<file path="src/sv/rdp_ram.sv">
// generic single write port ram with registered read
`timescale 1ns / 1ps
module rdp_ram #(
  parameter int WIDTH = 8,
  parameter int DEPTH = 16
) (
  input  logic                     clk,
  input  logic                     we,
  input  logic [$clog2(DEPTH)-1:0] waddr,
  input  logic [WIDTH-1:0]         wdata,
  input  logic [$clog2(DEPTH)-1:0] raddr,
  output logic [WIDTH-1:0]         rdata
);
  logic [WIDTH-1:0] mem [DEPTH];

  always_ff @(posedge clk) begin
    if (we) begin
      mem[waddr] <= wdata;
    end
    rdata <= mem[raddr];
  end
endmodule

</file>
<file path="config.mk">
export PLATFORM = sky130hd
export DESIGN_NAME = rdp_ram
export DESIGN_NICKNAME = d
export VERILOG_FILES = /design/src/sv/rdp_ram.sv
export SDC_FILE = /design/constraint.sdc
export NUM_CORES = 1
export LEC_CHECK = 0
export BUFFER_PORTS_ARGS = -buffer_cell sky130_fd_sc_hd__buf_2
export CAP_MARGIN = 15
export CORE_MARGIN = 5
export CORE_UTILIZATION = 59
export DETAILED_ROUTE_END_ITERATION = 6
export PLACE_DENSITY = 0.78
export SYNTH_ARGS = -nofsm -noshare
export SYNTH_HDL_FRONTEND = slang
export SYNTH_SLANG_ARGS = --single-unit
</file>
<file path="constraint.sdc">
create_clock -name clk -period 2.3 [get_ports clk]
set_input_delay 0.23 -clock clk [delete_from_list [all_inputs] [get_ports clk]]
set_output_delay 0.23 -clock clk [all_outputs]
set_load 0.01 [all_outputs]
</file>
# Word level (Yosys, flattened, before mapping)
# Memory sizes are Yosys's and may differ from the RTL's. A register that Yosys moved wholly into a read port is not among the register bits.
# Cells that the tools add are included.
dict set report classes {
  n_addsub 0
  mul 0
  n_div 0
  magnitude_cmp 0
  eq_ne 0
  shift 0
  mux 2
  n_bitwise 0
  n_reduce_logical 0
}
# cell count
set ops {}
lappend ops {{$mux W1} 2}
dict set report word_totals {
  reg_bits 0
  latchBits 0
  ram_bits 128
  mem_bits_ro 0
  inputBits 18
  elab_cells 3
  n_memories 1
}
# name words width rd rd_ports_with_merged_regs write_ports line_no
set mem_list {}
lappend mem_list {mem 16 8 1 1 1 14} ;# logic [WIDTH-1:0] mem [DEPTH];

# Logic depth before layout (Yosys ltp)
dict set report depth {
  depth_word 2
  depth_mapped 5
  mapped_depth_nobuf 3
}

# Worst setup path before layout
# Ideal clock, no wire load.
dict set report synth_path {
  path_type {input -> register}
  startpoint {in waddr[2]}
  endpoint {mem mem[0][0] (enable)}
  setup_ns 0.383
  arrival_time_ns 1.340
  path_slack_ns 0.577
  stages 2
  path_buffers 0
  path_cell_list {or3b_2 > nor3_1}
}
# item line_no
set synth_lines {}
lappend synth_lines {{start, declared} 9} ;# input logic [$clog2(DEPTH)-1:0] waddr,
lappend synth_lines {{end, declared} 14}
# Straight into the memory's write port.

==> run metrics <==
status complete, no violations; leakage about 2.1 nW; post-route clock period utilization 61.8%; total global-route track usage 21.2%; number of hold violations in the final report 0; Die Wd 103 um; DR vias/cell 6.20; IO Count 26; Post-CTS Resized 0; Worst Hold Launch wdata[0]; Placeable Area 0.00859 mm^2; hold depth 1; sequential share of the synthesized area between 70% and 80%; Final setup viols 0; vias in the first global route 2,531; clock sinks 136; unrepaired setup endpoints after global routing false; VDD IR-drop max around 0.00063 V; Post-Syn Area between 0.005 and 0.006 mm^2; crit path DAT 1.83 ns; Yosys top cell area share 74.7%; synth unique cells 19; antenna viol nets, final 0; fillers 524; area leader, netlist edfxtp_1; worst hold endpoint mem[7][0]; Critical Path Fanout Max 1; Area growth syn-to-layout 19.4%; Max Freq approximately 700 MHz; reg2reg end rdata[3]; pwr/cell area 979 mW/mm^2; Num CTS Buffers 17; post-synthesis register bit count 136; Synth area leaders edfxtp_1 (75%), mux4_2 (7.9%), mux4_1 (7.1%); post-route total power 0.00602 W; Clock transition at path regs 0.06 ns; max_cap viols 0; routed wire length 9.87 mm; DRC Markers 0; Syn Nets 247; Worst Setup Start Kind flop; Starting DRT DRC Count around 160; largest net degree at the start of global routing 33; H-tree levels 4; CTS Buffer Depth 2; gr ovfl total 0; CP required 2.70 ns; max-slew violations 0; Hold/Removal Path Class in2reg; DIE AREA approximately 0.011 mm^2; nets 300; row count 34; drt pass-1 iters 5; Root Buffer clkbuf_8; WL per Instance 24.5 um; post-layout min period ~1.4 ns; r2r startpoint mem[1][3]; Post-CTS Setup Repair Bufs 0; r2r worst-path depth 3; commonest non-fill, non-tap cell in the layout edfxtp_1; Diodes inserted 0; setup_tns 0 ns; Die Height 103 um; # hold bufs at CTS 0; synthesis warning total 0; TritonCTS clock tree built; hpwl dp 5.93 mm; Initial Utilization 59.9%; RePlAce Congestion between 0.8 and 0.9; clock skew 0.00472 ns; Port Buffer Count 25; share of cells above drive strength 1 31.5%; commonest non-fill, non-tap cells in the layout edfxtp_1 (128), buf_2 (25), mux4_2 (18); latest clock arrival within the worst-skew pair 0.52 ns; post-synthesis average cell area about 22 um^2; hold_ws ~0.092 ns; cells after synthesis ~230; first-pass GRT wire length 15.1 mm; kind of critical path reg2reg; worst-margin pin slew 0.788 ns; initial antenna violation count 0; flop-to-flop setup slack 0.88 ns; Worst setup EP type flop; via count 2,497; Max-slew headroom 47.4%
power by group:
group          total, W  switching (W)  leakage, nW  internal [W]
logic          0.000260       0.000149        0.581      0.000111
registers       0.00279      0.0000155         1.22       0.00277
clock network   0.00297       0.000966        0.319       0.00201
cell type report:
cell class / count / area, um^2 / area share (%)
Timing Repair Buffer: 44 / 293 / 4.76
Clock inverter: 12 / 224 / 3.64
Clock buffer: 20 / 435 / 7.08
Tap cell: 108 / 135 / 2.20
Multi-Input combinational cell: 83 / 1060 / 17.2
Sequential cell: 136 / 4000 / 65.1
Yosys cell counts:
cell type and count:
a22oi_1 16, and2_1 1, and2b_1 1, buf_2 3
buf_4 1, buf_6 3, clkdlybuf4s25_2 3, dfxtp_1 8
edfxtp_1 128, mux4_1 14, mux4_2 18, nand2_1 9
nand2b_1 2, nand3_1 1, nand3b_1 2, nor2_1 13
nor2b_1 1, nor3_1 4, or3b_2 1
state kept, by name (all words and copies together) (netlist names):
signal / cells
rdata: 8
mem: 128
per-stage QoR:
| step | worst slack (ns) | instances | util, % | cell area (um^2) |
|---|---|---|---|---|
| 2_1_floorplan | 0.577 | 229 | - | 5150 |
| 3_3_place_gp | 0.536 | 371 | 63.9 | 5490 |
| 3_5_place_dp | 0.534 | 371 | 63.9 | 5490 |
| 4_1_cts | 0.866 | 403 | 71.5 | 6150 |
| 5_1_grt | 0.821 | 403 | 71.5 | 6150 |
| 6_report | 0.877 | 403 | 71.5 | 6150 |
worst max-delay path, stage by stage (launching register included):
cell and delay, ns:
edfxtp_1 0.39, mux4_1 0.54, a22oi_1 0.29, nand2_1 0.09
cell families (layout without fill, tap and decap cells):
logic type | count (synthesis) | count (layout) | share of synthesized area, %
AO/OA/AOI/OAI | 16 | 16 | 2.33
AND/OR/NAND/NOR | 35 | 35 | 3.18
multiplexers | 32 | 32 | 15.0
flip-flops | 136 | 136 | 77.8
buffers and inverters | 10 | 76 | 1.68
metal layers:
metal | wire length (um) | up-vias | GRT usage [%]
met2 | 4950 | 121 | 32.2
met4 | 187 | 0 | 7.77
li1 | - | 1084 | -
met1 | 3950 | 1276 | 29.0
met3 | 781 | 16 | 7.11
met5 | 0 | - | 0
how the worst max path moves through the flow:
stage,start,slack [ns],to
floorplan,waddr[2],0.58,mem[0][0]
global placement,waddr[2],0.54,mem[1][2]
detailed placement,waddr[2],0.53,mem[1][1]
CTS,mem[1][3],0.87,rdata[3]
global route,mem[1][3],0.82,rdata[3]
finish,mem[1][3],0.88,rdata[3]
No activity file was read; power rests on OpenSTA's default activity.
