$ cat config.mk
export PLATFORM = sky130hd
export DESIGN_NAME = rdp_queue
export DESIGN_NICKNAME = d
export VERILOG_FILES = /design/src/sv/rdp_pkg.sv /design/src/sv/rdp_queue.sv
export SDC_FILE = /design/constraint.sdc
export NUM_CORES = 1
export LEC_CHECK = 0
export BUFFER_PORTS_ARGS = -buffer_cell sky130_fd_sc_hd__buf_4
export CAP_MARGIN = 20
export CORE_MARGIN = 2
export CORE_UTILIZATION = 54
export CTS_BUF_LIST = sky130_fd_sc_hd__clkbuf_2
export CTS_CLUSTER_DIAMETER = 120
export DETAILED_ROUTE_END_ITERATION = 6
export GPL_TIMING_DRIVEN = 1
export PLACE_DENSITY = 0.82
export SLEW_MARGIN = 30
export SYNTH_ARGS = -nofsm -noshare
export SYNTH_HDL_FRONTEND = slang
export SYNTH_SLANG_ARGS = --single-unit
$ cat constraint.sdc
create_clock -name clk -period 3.7 [get_ports clk]
set_clock_uncertainty 0.2 [all_clocks]
set_input_delay 0.555 -clock clk [delete_from_list [all_inputs] [get_ports clk]]
set_output_delay 0.555 -clock clk [all_outputs]
set_load 0.01 [all_outputs]
$ cat src/sv/rdp_pkg.sv
// shared constants and types of the polyline break point finder
`timescale 1ns / 1ps
package rdp_pkg;
  localparam int MAX_POINTS = 64;
  localparam int IDX_W      = $clog2(MAX_POINTS);
  localparam int CNT_W      = IDX_W + 1;
  localparam int COORD_W    = 12;
  localparam int PT_W       = 2 * COORD_W;
  localparam int SPAN_W     = 2 * IDX_W;
  localparam int THR_W      = 16;
  localparam logic [THR_W-1:0] THR_RESET = 16'd48;
  localparam int DIFF_W     = COORD_W + 1;
  localparam int PROD_W     = 2 * DIFF_W;
  localparam int CROSS_W    = 2 * COORD_W + 1;
  localparam int CC_W       = 2 * CROSS_W;
  localparam int LEN_W      = 2 * COORD_W + 1;
  localparam int RHS_W      = 2 * THR_W + LEN_W;
  localparam int LHS_W      = CC_W + 8;

  typedef enum logic [4:0] {
    B_IDLE, B_POP, B_POPW, B_LA, B_LB, B_LC, B_SCAN, B_DRAIN,
    B_T0, B_T1, B_T2, B_T3, B_PUSH1, B_PUSH2,
    B_ENEXT, B_ECUR, B_EJ, B_EJCMP, B_EPUT, B_EFLUSH
  } back_state_t;

  typedef struct packed {
    logic              valid;
    logic [CNT_W-1:0]  count;
  } edge_tok_t;
endpackage

$ cat src/sv/rdp_queue.sv
// two entry queue of edge point counts between front and back
`timescale 1ns / 1ps
module rdp_queue import rdp_pkg::*; (
  input  logic             clk,
  input  logic             rst_n,
  input  logic             push,
  input  logic [CNT_W-1:0] push_data,
  output logic             ready,
  input  logic             pop,
  output edge_tok_t        head
);
  logic [CNT_W-1:0] ent_r [2];
  logic             wp_r, rp_r;
  logic [1:0]       fill_r;

  assign ready = (fill_r != 2'd2);
  assign head  = '{valid: (fill_r != 2'd0), count: ent_r[rp_r]};

  always_ff @(posedge clk) begin
    if (!rst_n) begin
      wp_r   <= 1'b0;
      rp_r   <= 1'b0;
      fill_r <= 2'd0;
    end else begin
      if (push && ready) begin
        ent_r[wp_r] <= push_data;
        wp_r        <= ~wp_r;
      end
      if (pop && head.valid) begin
        rp_r <= ~rp_r;
      end
      fill_r <= fill_r + {1'b0, push && ready} - {1'b0, pop && head.valid};
    end
  end
endmodule

==> Word level (Yosys, flattened, before mapping) <==
Memories as Yosys holds them, arrays and structs flattened. A register that Yosys moved wholly into a read port is not among the register bits.
Cells that the tools add are included.
{ "totals": {"ff_bits": 4, "latchBits": 0, "mem_bits_rw": 14, "romBits": 0, "n_memories": 1} }
{ "mem_list": {"columns": ["name", "words", "width", "read_ports", "rd_ports_with_merged_regs", "write_ports", "line_no", "source"], "rows": [
  ["ent_r", 2, 7, 1, 1, 1, "rdp_queue.sv:12", "logic [CNT_W-1:0] ent_r [2];"]
]} }
{ "op_classes": {"n_addsub": 2, "multipliers": 0, "div": 0, "n_lt_le_gt_ge": 0, "eq_ne": 1, "shifts": 0, "n_mux": 5, "bitwise": 2, "reduce_logical": 3} }
{ "op_table": {"columns": ["operator", "count"], "rows": [
  ["1-bit 2-to-1 mux", 5],
  ["2-bit by 1-bit adder with 2-bit output", 1],
  ["1-bit logical AND", 2],
  ["2-bit inequality test (second input constant)", 1],
  ["1-bit NOT", 2],
  ["2-bit nonzero test", 1],
  ["2-bit by 1-bit subtractor with 2-bit output", 1]
]} }

==> Depth between registers and ports, before layout <==
{ "logic_depth": {"depth_word": 5, "ltp_mapped": 9, "depth_no_buf": 9} }

==> Least setup slack after synthesis <==
OpenSTA, ideal clock, no wires.
{ "synth_path": {"path_type": "register to register", "start": "register fill_r[0]", "end": "register fill_r[1]", "setup_ps": 115, "arrival_time_ps": 1561, "required_ps": 3385, "path_slack_ps": 1824, "path_stages_with_launch": 10, "n_path_buf": 0, "period_less_slack_ps": 1876, "path_cell_list": "dfxtp_1 -> nand2b_1 -> and2_4 -> inv_1 -> ha_1 -> inv_1 -> ha_1 -> xnor2_1 -> xnor2_1 -> and2_1"} }
{ "synth_between": {"elab_chain_len": 4, "word_cells_on_any_way": 6} }
{ "synth_lines": {"columns": ["element", "line_no", "source"], "rows": [
  ["start, declared", "rdp_queue.sv:14", "logic [1:0] fill_r;"],
  ["start signal, assigned", "rdp_queue.sv:32", "fill_r <= fill_r + {1'b0, push && ready} - {1'b0, pop && head.valid};"],
  ["2-bit inequality test", "rdp_queue.sv:16", "assign ready = (fill_r != 2'd2);"],
  ["named net ready", "rdp_queue.sv:8", "output logic ready,"],
  ["1-bit logical AND", "rdp_queue.sv:32", null],
  ["2-bit by 1-bit adder with 2-bit output", "rdp_queue.sv:32", null],
  ["2-bit by 1-bit subtractor with 2-bit output", "rdp_queue.sv:32", null]
]} }
The timed path passes the listed nets, and every way through them passes these cells.
A chain may end at the register's enable or synchronous reset.

==> impl_results.md <==
- Ratio of cells with drive above 1 in the final layout: 47.8%
- Leading cell type in the layout, fill and taps excluded: sky130_fd_sc_hd__buf_4
- DP HPWL: 742 um
- Antenna violations before repair: 0
- Post-place instance area: 900 um^2
- Number of DRC violations after detailed-routing iteration 0: 4
- Number of buffers on the longest clock path: 2
- Fraction of power consumed by combinational cells: 31.5%
- Critical path data required time: 2.94 ns
- Setup repair after global routing missed its margin: false
- Run status: finished, final reports clean
- Number of distinct library cells after synthesis: 18
- Netlist area before placement: 743 um^2
- Count of final setup violators: 0
- Number of pins with negative max-slew slack in the final report: 0
- Resized Gates After CTS: 0
- Detail-routed net length per standard cell: 12.0 um
- Clock tree from TritonCTS: yes
- Setup tns final: 0 ns
- Post-DRT Antenna Nets: 0
- Crit. End Element: output pin
- Area occupied by registers: 520 um^2
- Final hold violations: 0
- First-pass iteration count of the detailed router: 4
- Post-CTS Hold Fix Bufs: 0
- Area Overhead vs Synth: 23.7%
- Kind of critical path: reg2out
- Num Clock Sinks: 19
- Library cell used as clock root buffer: sky130_fd_sc_hd__clkbuf_2
- Number of global-route vias before repair: 363
- Final non-filler cell area: 920 um^2
- #FFs+latches synth: 19
- Nets@finish: 83
- Diode insertion count for antenna repair: 0
- Leakage dissipation: 0.370 nW
- Arr. time, crit path: 1.35 ns
- Actual slew at the worst max-slew pin: 0.601 ns
- # Post-CTS Setup Buffers: 0
- Die H: 41.1 um
- Via total after detailed routing: 416
- Overall global routing resource usage: 15.5%
- Latest clock arrival within the worst-skew pair: 0.30 ns
- Largest driver fanout on the critical path: 7
- Top library cells by usage in the layout, fill and taps aside: sky130_fd_sc_hd__buf_4, sky130_fd_sc_hd__edfxtp_1, sky130_fd_sc_hd__mux2_2, sky130_fd_sc_hd__dfxtp_1, sky130_fd_sc_hd__clkbuf_2
- Post-Syn Instances: 47
- Total power divided by cell area: 589 nW/um^2
- Area occupied by multi-input gates: 210 um^2
- GR Overflow Total: 0
- Count of filler cells inserted in the layout: 92
- Max Cap Violations: 0
- Sequential fraction of design power: 52.5%
- DRC violations left: 0
- Nature of the critical path startpoint: flop
- Part of the total power dissipated in the clock network: 16.0%
- Wire length of the first global-routing pass: 1520 um
- Final min period: 2.11 ns
- Total number of H-tree levels: 1
- Net load switching power: 0.000148 W
- Die width: 41.1 um
- Count of yosys warnings during synthesis: 0
- Maximum clock frequency: 0.474 GHz
- TritonCTS Buffers: 3
- Routed vias/inst: 4.95
- Post-synth net total: 60
- Internal power of the cells: 0.000394 W
- Max IR drop VDD: 0.398 mV
- Switch share: 27.3%
- Share of the clock period used by the worst path after layout: 57.0%
- Number of port buffers: 19
- Clock-pin transition on the worst setup and hold timing paths: 0.16 ns
- Fraction of the yosys area taken by sequential cells: 70.0%
- Maximum number of pins on one net before global-route repair: 11
- Top-level I/O count: 20
- Die ar.: 1690 um^2
- Final wirelength: 1000 um
- Site Rows: 13
- Average cell area after synthesis: 15.8 um^2
- Initial core utilization: 57.1%
- Relative max-transition margin: 59.8%
- Placeable core area: 1300 um^2
- Worst hold-check path type: in2reg
- Final RePlAce weighted congestion: 0.601
## synthesized netlist by cell type, drive strengths merged
cell | number | area [um^2]
edfxtp | 14 | 420
and2 | 3 | 21.3
nand3 | 1 | 5.00
nor2b | 2 | 12.5
xnor2 | 3 | 26.3
mux2 | 7 | 78.8
ha | 2 | 25.0
and3 | 1 | 6.26
inv | 2 | 7.51
o22ai | 1 | 6.26
nand2b | 1 | 6.26
or2 | 1 | 6.26
o21a | 1 | 8.76
buf | 1 | 5.00
nand2 | 1 | 3.75
nor2 | 1 | 3.75
dfxtp | 5 | 100
## kinds of logic (layout without fill, tap and decap cells)
| group | after synthesis | after routing | share of synthesized area [%] |
|---|---|---|---|
| adder cells (fa/ha/maj) | 2 | 2 | 3.37 |
| AO/OA/AOI/OAI | 2 | 2 | 2.02 |
| AND/OR/NAND/NOR | 11 | 11 | 8.75 |
| XOR/XNOR | 3 | 3 | 3.54 |
| buffers and inverters | 3 | 25 | 1.68 |
| multiplexers | 7 | 7 | 10.6 |
| flip-flops | 19 | 19 | 70.0 |
## power by group through the flow
stage	Sequential, W	Combinational, W	Clock, W
after detailed placement	0.000290	0.000174	0
after global placement	0.000289	0.000171	0
after global routing	0.000289	0.000193	0.000100
after floorplan	0.000277	0.000122	0
after CTS	0.000286	0.000174	0.0000928
final	0.000284	0.000171	0.0000868
## per-layer routing
| metal | global-route usage (%) | wire length, um | vias up | share of wire [%] |
|---|---|---|---|---|
| li1 | - | - | 213 | - |
| met1 | 15.6 | 416 | 189 | 41 |
| met2 | 25.0 | 541 | 14 | 54 |
| met3 | 8.15 | 46 | 0 | 4.6 |
| met4 | 9.68 | 0 | 0 | 0 |
| met5 | 0 | 0 | - | 0 |
## critical path, cell delays in order, from the launching register on
cell and delay (ns):
sky130_fd_sc_hd__dfxtp_1 0.53, sky130_fd_sc_hd__mux2_2 0.38, sky130_fd_sc_hd__buf_4 0.14
## layout make-up
class | instances | share of cell area, %
Timing Repair Buffer | 19 | 15.5
Inverter | 2 | 0.816
Multi-Input combinational cell | 25 | 22.9
Sequential cell | 19 | 56.6
Clock buffer | 4 | 2.18
Tap cell | 15 | 2.04
## metrics by stage
step           setup WS, ns  power [W]  cells  utilization [%]  hold slack (ns)
2_1_floorplan          1.82   0.000398     47                -            0.267
3_5_place_dp           1.71   0.000464     80             69.1            0.310
4_1_cts                1.55   0.000553     84             70.7            0.198
3_3_place_gp           1.73   0.000460     80             69.1            0.281
5_1_grt                1.48   0.000583     84             70.7            0.182
6_report               1.59   0.000542     84             70.7            0.229
## state kept, by name, indices dropped and copies added (netlist names), named ones only
signal and flops:
ent_r 14, fill_r 2, rp_r 1, wp_r 1
## path summary, 6_finish.rpt
kind	start	to	slack, ns	cells after the start
setup reg to reg	fill_r[0]	fill_r[1]	1.81	9
hold / removal	push_data[6]	ent_r[1][6]	0.23	1
setup / recovery	flop	head[1]	1.59	2
hold reg to reg	wp_r	wp_r	0.33	1
Power figures use the tool's default switching activity.
