## src/sv/rdp_pkg.sv

```systemverilog
// shared constants and types of the polyline break point finder
`timescale 1ns / 1ps
package rdp_pkg;
  localparam int MAX_POINTS = 64;
  localparam int IDX_W      = $clog2(MAX_POINTS);
  localparam int CNT_W      = IDX_W + 1;
  localparam int COORD_W    = 12;
  localparam int PT_W       = 2 * COORD_W;
  localparam int SPAN_W     = 2 * IDX_W;
  localparam int THR_W      = 16;
  localparam logic [THR_W-1:0] THR_RESET = 16'd48;
  localparam int DIFF_W     = COORD_W + 1;
  localparam int PROD_W     = 2 * DIFF_W;
  localparam int CROSS_W    = 2 * COORD_W + 1;
  localparam int CC_W       = 2 * CROSS_W;
  localparam int LEN_W      = 2 * COORD_W + 1;
  localparam int RHS_W      = 2 * THR_W + LEN_W;
  localparam int LHS_W      = CC_W + 8;

  typedef enum logic [4:0] {
    B_IDLE, B_POP, B_POPW, B_LA, B_LB, B_LC, B_SCAN, B_DRAIN,
    B_T0, B_T1, B_T2, B_T3, B_PUSH1, B_PUSH2,
    B_ENEXT, B_ECUR, B_EJ, B_EJCMP, B_EPUT, B_EFLUSH
  } back_state_t;

  typedef struct packed {
    logic              valid;
    logic [CNT_W-1:0]  count;
  } edge_tok_t;
endpackage

```

## src/sv/rdp_front.sv

```systemverilog
// front end: loads edge points into the point store and queues the edge
`timescale 1ns / 1ps
module rdp_front import rdp_pkg::*; (
  input  logic               clk,
  input  logic               rst_n,
  input  logic               in_valid,
  input  logic [COORD_W-1:0] in_point_x,
  input  logic [COORD_W-1:0] in_point_y,
  input  logic               in_last_point,
  output logic               in_stall,
  output logic               pt_we,
  output logic [IDX_W-1:0]   pt_waddr,
  output logic [PT_W-1:0]    pt_wdata,
  output logic               q_push,
  output logic [CNT_W-1:0]   q_data,
  input  logic               q_ready,
  input  logic               done
);
  logic [CNT_W-1:0] cnt_r;
  logic             busy_r;
  logic             acc;
  logic             room;

  assign in_stall = busy_r || !q_ready;
  assign acc      = in_valid && !in_stall;
  assign room     = (cnt_r < CNT_W'(MAX_POINTS));
  assign pt_we    = acc && room;
  assign pt_waddr = cnt_r[IDX_W-1:0];
  assign pt_wdata = {in_point_x, in_point_y};
  assign q_push   = acc && in_last_point;
  assign q_data   = room ? cnt_r + CNT_W'(1) : cnt_r;

  always_ff @(posedge clk) begin
    if (!rst_n) begin
      cnt_r  <= '0;
      busy_r <= 1'b0;
    end else begin
      if (q_push) begin
        cnt_r  <= '0;
        busy_r <= 1'b1;
      end else begin
        if (pt_we) begin
          cnt_r <= cnt_r + CNT_W'(1);
        end
        if (done) begin
          busy_r <= 1'b0;
        end
      end
    end
  end
endmodule

```

## config.mk

```make
export PLATFORM = sky130hd
export DESIGN_NAME = rdp_front
export DESIGN_NICKNAME = d
export VERILOG_FILES = /design/src/sv/rdp_pkg.sv /design/src/sv/rdp_front.sv
export SDC_FILE = /design/constraint.sdc
export NUM_CORES = 1
export LEC_CHECK = 0
export BUFFER_PORTS_ARGS = -buffer_cell sky130_fd_sc_hd__clkbuf_2
export CORE_MARGIN = 2
export CORE_UTILIZATION = 35
export CTS_CLUSTER_SIZE = 25
export DETAILED_ROUTE_END_ITERATION = 6
export PLACE_DENSITY = 0.79
export SYNTH_ARGS = -nofsm -noshare
export SYNTH_HDL_FRONTEND = slang
export SYNTH_SLANG_ARGS = --single-unit
```

## constraint.sdc

```tcl
create_clock -name clk -period 1.8 [get_ports clk]
set_clock_uncertainty 0.15 [all_clocks]
set_input_delay 0.36 -clock clk [delete_from_list [all_inputs] [get_ports clk]]
set_output_delay 0.36 -clock clk [all_outputs]
set_load 0.01 [all_outputs]
```

======== Word-level counts from Yosys, hierarchy flattened ========
Cells that the tools add are included.
cells by class
  add/subtract/negate cells ............... 1
  $mul .................................... 0
  divide/modulo/power cells ............... 0
  order comparisons ....................... 1
  equal/unequal tests ..................... 0
  shifts and indexed selects .............. 0
  mux-type cells .......................... 3
  bitwise logic cells ..................... 1
  reductions and logical operators ........ 8
operators with widths
  operator                                                        number
  7-bit by 1-bit adder with 7-bit output (second input constant)  1
  7-bit < comparator (second input constant)                      1
  7-bit 2-to-1 mux                                                1
  1-bit logical AND                                               3
  1-bit logical NOT                                               2
  1-bit 2-to-1 mux                                                2
  2-bit nonzero test                                              1
  2-bit OR reduction                                              1
  1-bit logical OR                                                1
  1-bit NOT                                                       1
word-level totals
  bits in registers ....................... 8
  latch bits .............................. 0
  memory bits (writable) .................. 0
  memory bits (read-only) ................. 0
  input bits .............................. 30
  output and inout port bits .............. 40
  word-level logic and storage cells ...... 16
  memories ................................ 0

======== Depth between registers and ports, before layout ========
Gate-level depths: netlist of the first run.
  depth after elaboration ................. 6
  depth in mapped cells ................... 6
  depth with buffers taken out ............ 6

======== Least setup slack after synthesis of the first run ========
Ideal clock, no wire load.
  path type ............................... register to output
  start ................................... reg cnt_r[0]
  end ..................................... out q_data[6]
  data arrival time ....................... 1.201 ns
  required time ........................... 1.290 ns
  path slack .............................. 0.089 ns
  cell stages (with the launch flop) ...... 6
  buffers on the path ..................... 0
  cells stage by stage .................... dfxtp_1 -> ha_1 -> nand3_1 -> or2_2 -> ha_1 -> inv_1
on the way
  word-level cells in the longest chain between the ends .. 2
  elaborated cells between the ends (all ways) .. 3
  classes of those cells .................. add/sub: 1; order compare: 1; mux: 1
RTL lines
  item                                                                                 RTL line                          text
  start: declaration                                                                   rdp_front.sv:19                   logic [CNT_W-1:0] cnt_r;
  start signal: assignment                                                             rdp_front.sv:43                   cnt_r <= cnt_r + CNT_W'(1);
  7-bit by 1-bit adder with 7-bit output / 7-bit < comparator (equally long branches)  rdp_front.sv:31, rdp_front.sv:26
  7-bit 2-to-1 mux (*)                                                                 rdp_front.sv:31                   assign q_data = room ? cnt_r + CNT_W'(1) : cnt_r;
  end: declaration                                                                     rdp_front.sv:15                   output logic [CNT_W-1:0] q_data,
Every way passes the cells marked *; elsewhere a longest branch is shown, timed or not.

======== Worst setup path after layout of the first run ========
  start ................................... reg cnt_r[1]
  end ..................................... out q_data[6]
The elaborated chain is that of the path after synthesis.

==> qor.yml, run 1 <==
min_path:
  min_path_cells: 2
  hp-start: "rst_n"
  hp-class: "in -> reg"
  hold_end: "busy_r"
yosys:
  netlist_area_um2: 693
  yosysTopAreaCell: "buf_4"
  ys_warn_count: 0
  yosysUniqueCellTypes: 24
  postSynthRegisterBits: 8
  synth_fp_nets: 119
  syn_inst: 87
  ys_seq_area_share_pct: 23.1
  synthTopCellsByArea: "buf_4 32%, dfxtp_1 23%, a21oi_1 4.3%"
  avgSynthCellArea_um2: 7.97
  synth_top_cell_area_share_pct: 32.5
timing:
  post-route-period-util_pct: 103
  slew_violations: 0
  fmax_mhz: 539
  tightest_slew_ns: 0.250
  min_period_ns: 1.86
  setup_viol: 2
  finalSetupTns_ns: -0.0641
  max-slew-margin-rel_pct: 83.3
  hold_violations: 0
  rsz0062_at_grt: "yes"
  timing.final.ws_setup_ns: -0.0553
cts:
  cts_root_buffer: "clkbuf_4"
  path_clk_slew_ns: 0.05
  ctsLongestPathBuffers: 2
  htreeDepth: 1
  cts_tree: "done"
  clk_latency_ns: 0.25
  hold_buffers: 0
  cts_made_buffers: 3
  cts.sinks: 8
worst_setup_path:
  critical_path_class: "reg -> out"
  ff2ff_path_depth: 4
  arrival_ns: 1.35
  worstPathRequired_ns: 1.29
  rr_endpoint: "cnt_r[5]"
  reg2reg_from: "busy_r"
  crit_fanout: 2
  crit_path_end_kind: "primary output"
  r2r_slack_ns: 0.20
  crit_path_start_kind: "flip-flop"
pwr:
  p_per_area_nw_per_um2: 508
  post-layout-total-power_uw: 385
  irDropWorstVdd_uv: 265
  p_leak_uw: 0.000342
finish:
  drive_gt1_share_pct: 54.5
  nNetsFinal: 122
  area_growth_pct: 9.21
  fill_cells: 207
  antenna_cells: 0
global_routing:
  grt_first_pass_wirelength_mm: 2.20
  overflow: 0
  antenna_found_initial: 0
  track_usage_pct: 12.0
  first_global_vias: 491
  grt_max_degree: 8
drt:
  ant_nets: 0
  drt_wl_total_mm: 1.39
  drt_pass1_iterations: 4
  routed-via-count: 528
  drtIter0Drc: 5
  wl_per_cell_um: 12.1
  drc_errors: 0
  routed_via_density: 4.59
die:
  start_util_pct: 36.1
  die_h_um: 48.5
  die_area_um2: 2350
  row_count: 16
  io_pins: 70
  die_width_um: 48.5
  core-area_um2: 1920
status:
  failed_checks: "negative setup slack"
  status: "finished with violations"
job:
  cap_violations: 0
placement:
  port_buffers: 21
  gp_congestion: 0.771
final cells by class:
type                       instances  area, um2  area share [%]
clock buffer                       3       22.5            2.98
tap                               27       33.8            4.46
sequential                         8        165            21.8
timing repair buffer              30        173            22.8
multi-input combinational         42        344            45.5
inverter                           5       18.8            2.48
kinds of logic after synthesis:
kind of cell             count (synthesis)  share of synthesized area, %
AND/OR/NAND/NOR                         22                          17.9
multiplexers                             1                          1.62
AO/OA/AOI/OAI                           11                          8.66
buffers and inverters                   37                          37.5
adder cells (fa/ha/maj)                  2                          3.61
XOR/XNOR                                 6                          7.58
flip-flops                               8                          23.1
synthesized netlist by cell type:
| library cell | number |
|---|---|
| nand2_1 | 5 |
| nand4b_1 | 2 |
| xnor2_1 | 3 |
| mux2_2 | 1 |
| nand2b_1 | 2 |
| a21oi_1 | 6 |
| buf_2 | 1 |
| o21ai_0 | 3 |
| xor2_1 | 3 |
| buf_6 | 1 |
| buf_4 | 30 |
| or4_1 | 1 |
| dfxtp_1 | 8 |
| nor3_1 | 1 |
| nand4bb_1 | 1 |
| nor2_1 | 3 |
| inv_2 | 1 |
| inv_1 | 4 |
| nand3_1 | 3 |
| ha_1 | 2 |
| o31ai_1 | 1 |
| or2_2 | 1 |
| or3_1 | 3 |
| a21boi_0 | 1 |
metal layers:
| layer | global-route usage, % | up-vias | part of all wire [%] |
|---|---|---|---|
| li1 | - | 259 | - |
| met1 | 13.2 | 235 | 40 |
| met2 | 19.9 | 28 | 48 |
| met3 | 5.86 | 6 | 12 |
| met4 | 4.29 | 0 | 0.93 |
| met5 | 0 | - | 0 |
stage by stage:
step	util, %	setup WS [ns]	hold WS [ns]	cell area [um2]	instances
after detailed placement	33.9	0.0908	0.381	651	111
after CTS	38.2	-0.0764	0.213	734	114
after global routing	39.4	-0.125	0.214	757	115
after global placement	33.9	0.129	0.346	651	111
final	39.4	-0.0553	0.216	757	115
after floorplan	-	0.0887	0.325	693	87
cell usage in the layout, fill, tap and decap left out, drive strengths merged:
cell     netlist  routed
mux2           1       1
o31ai          1       1
dfxtp          8       8
nand4b         2       2
or4            1       1
o21ai          3       3
nand4bb        1       1
or3            3       3
a21boi         1       1
nand2          5       5
xnor2          3       3
nor3           1       1
nor2           3       3
clkbuf         0      21
a21oi          6       6
inv            5       5
nand2b         2       2
ha             2       2
nand3          3       3
xor2           3       3
buf           32      12
or2            1       1
what timing repair did:
item | CTS | global route
setup endpoints to repair | 6 | 6
pin swaps | 4 | 3
setup buffers | 0 | 1
resized for setup | 13 | 7
flip-flops by register name, summed over array words and instances, names as in the netlist:
signal / count
cnt_r: 7
busy_r: 1
worst max-delay path, cell delays in order, from the launching register on:
cell and delay [ns]:
dfxtp_2 0.35, ha_4 0.14, nand3_2 0.07, or2_4 0.23, ha_2 0.16, inv_1 0.04, buf_2 0.11
worst max-delay path by stage:
stage | endpoint | slack (ns) | startpoint
final | q_data[6] | -0.06 | cnt_r[1]
after global routing | q_data[6] | -0.12 | cnt_r[1]
after CTS | q_data[6] | -0.08 | cnt_r[1]
after detailed placement | q_data[6] | 0.09 | cnt_r[0]
after global placement | q_data[6] | 0.13 | cnt_r[0]
after floorplan | q_data[6] | 0.09 | cnt_r[0]
report_power, final:
group          leakage [uW]  total (uW)  switching (uW)  internal [uW]
sequential        0.0000666         184            3.40            181
combinational      0.000262        62.9            32.4           30.6
clock             0.0000138         137            61.1           76.3
total              0.000342         385            96.8            288
(Power assumes the default switching activity.)
==> run 2: changes to the inputs <==
--- a/config.mk
+++ b/config.mk
@@ -7,10 +7,12 @@
 export LEC_CHECK = 0
 export BUFFER_PORTS_ARGS = -buffer_cell sky130_fd_sc_hd__clkbuf_2
 export CORE_MARGIN = 2
-export CORE_UTILIZATION = 35
+export CORE_UTILIZATION = 37
 export CTS_CLUSTER_SIZE = 25
 export DETAILED_ROUTE_END_ITERATION = 6
-export PLACE_DENSITY = 0.79
+export PLACE_DENSITY = 0.83
+export SKIP_CTS_REPAIR_TIMING = 1
+export SKIP_LAST_GASP = 1
 export SYNTH_ARGS = -nofsm -noshare
 export SYNTH_HDL_FRONTEND = slang
 export SYNTH_SLANG_ARGS = --single-unit
==> constraint.sdc (replaced) <==
create_clock -name clk -period 2.15 [get_ports clk]
set_clock_uncertainty 0.15 [all_clocks]
set_input_delay 0.43 -clock clk [delete_from_list [all_inputs] [get_ports clk]]
set_output_delay 0.43 -clock clk [all_outputs]
set_load 0.01 [all_outputs]
==> qor.yml, run 2 (synthesized netlist as in run 1, its figures left out) <==
pwr:
  p_per_area_nw_per_um2: 498
  irDropWorstVdd_uv: 331
  p_leak_uw: 0.000295
min_path:
  hold_end: "busy_r"
  hp-class: "in -> reg"
  hp-start: "rst_n"
  min_path_cells: 2
timing:
  slew_violations: 0
  hold_violations: 0
  min_period_ns: 2.08
  timing.final.ws_setup_ns: 0.0681
  post-route-period-util_pct: 96.8
  tightest_slew_ns: 0.275
  max-slew-margin-rel_pct: 81.7
  setup_viol: 0
  fmax_mhz: 480
worst_setup_path:
  arrival_ns: 1.50
  crit_path_start_kind: "flip-flop"
  crit_fanout: 5
  ff2ff_path_depth: 3
  crit_path_end_kind: "primary output"
  critical_path_class: "reg -> out"
  worstPathRequired_ns: 1.57
  r2r_slack_ns: 0.44
  reg2reg_from: "cnt_r[6]"
  rr_endpoint: "cnt_r[5]"
die:
  row_count: 15
  die_area_um2: 2240
  start_util_pct: 39.7
  io_pins: 70
  die_h_um: 47.3
  core-area_um2: 1750
  die_width_um: 47.3
drt:
  wl_per_cell_um: 11.0
  drtIter0Drc: 5
  drt_pass1_iterations: 4
  ant_nets: 0
  routed_via_density: 4.72
  drc_errors: 0
  drt_wl_total_mm: 1.15
  routed-via-count: 496
finish:
  layout_common_cells: "21 x clkbuf_2, 7 x dfxtp_1, 6 x a21oi_1"
  drive_gt1_share_pct: 38.8
  largest_register: "cnt_r"
  antenna_cells: 0
  area_growth_pct: -9.57
  largestRegisters: "cnt_r x7, busy_r x1"
  final_common_cell: "clkbuf_2"
  largest_reg_flops: 7
  nNetsFinal: 114
  final_cell_count_no_fill: 105
placement:
  place_hpwl_um: 919
  post-place-ws_ns: 0.272
  gp_congestion: 0.742
  port_buffers: 21
  placed_cells: 102
global_routing:
  track_usage_pct: 10.8
  first_global_vias: 397
  grt_first_pass_wirelength_mm: 1.68
  antenna_found_initial: 0
  overflow: 0
  grt_max_degree: 11
cts:
  cts.sinks: 8
  cts_tree: "done"
  cts_made_buffers: 3
  htreeDepth: 1
  clk_latency_ns: 0.25
  path_clk_slew_ns: 0.06
  cts_root_buffer: "clkbuf_4"
  ctsLongestPathBuffers: 2
job:
  cap_violations: 0
status:
  status: "completed"
[run 2: cell count changes in the layout (fill, tap and decap cells not counted), moves of 2 or more]
cell and delta:
buf_2 -3, buf_4 -8, clkbuf_2 +3, dfxtp_1 +3, dfxtp_2 -3, nand3_1 +3
nand3_4 -2
[run 2: power breakdown]
part,switching [uW],total [uW],internal [uW]
Combinational,23.0,43.2,20.2
Clock,51.5,115,63.9
Sequential,2.14,153,151
[run 2: per-stage QoR]
| step | hold WS, ns | cell area, um2 | util (%) | power (uW) | setup TNS, ns |
|---|---|---|---|---|---|
| final | 0.267 | 627 | 35.9 | 312 | 0 |
| after global routing | 0.277 | 627 | 35.9 | 331 | -0.000227 |
| after CTS | 0.268 | 618 | 35.4 | 315 | -0.00780 |
| after detailed placement | 0.348 | 596 | 34.1 | 199 | 0 |
| after global placement | 0.333 | 596 | 34.1 | 198 | 0 |
| after floorplan | 0.325 | 693 | - | 229 | 0 |
[run 2: how the worst max path moves through the flow]
| stage | from | cells after the start | end |
|---|---|---|---|
| 6_report | cnt_r[1] | 6 | q_data[6] |
| 5_1_grt | cnt_r[1] | 6 | q_data[6] |
| 4_1_cts | cnt_r[1] | 6 | q_data[6] |
| 3_5_place_dp | cnt_r[1] | 6 | q_data[6] |
| 3_3_place_gp | cnt_r[1] | 6 | q_data[6] |
| 2_1_floorplan | cnt_r[0] | 5 | q_data[6] |
[run 2: metal layers]
metal  vias to the layer above  track usage [%]  routed length [um]
met5                         -                0                   0
met2                        27             16.5                 485
met1                       210             11.8                 480
met3                        14             4.23                 130
li1                        245                -                   -
met4                         0             8.89                  53
[run 2: critical path, cell delays in order, from the launching register on]
cell and delay [ns]:
dfxtp_2 0.36, ha_2 0.21, nand3_1 0.07, or2_2 0.28, ha_1 0.17, inv_1 0.04
clkbuf_2 0.12
[run 2: final cells by class]
class / instances / area (um2)
fillers: 192 / 1120
multi-input cells: 42 / 280
flip-flops and latches: 8 / 161
repair buffers: 22 / 113
well taps: 25 / 31.3
clock buffers: 3 / 22.5
inverters: 5 / 18.8
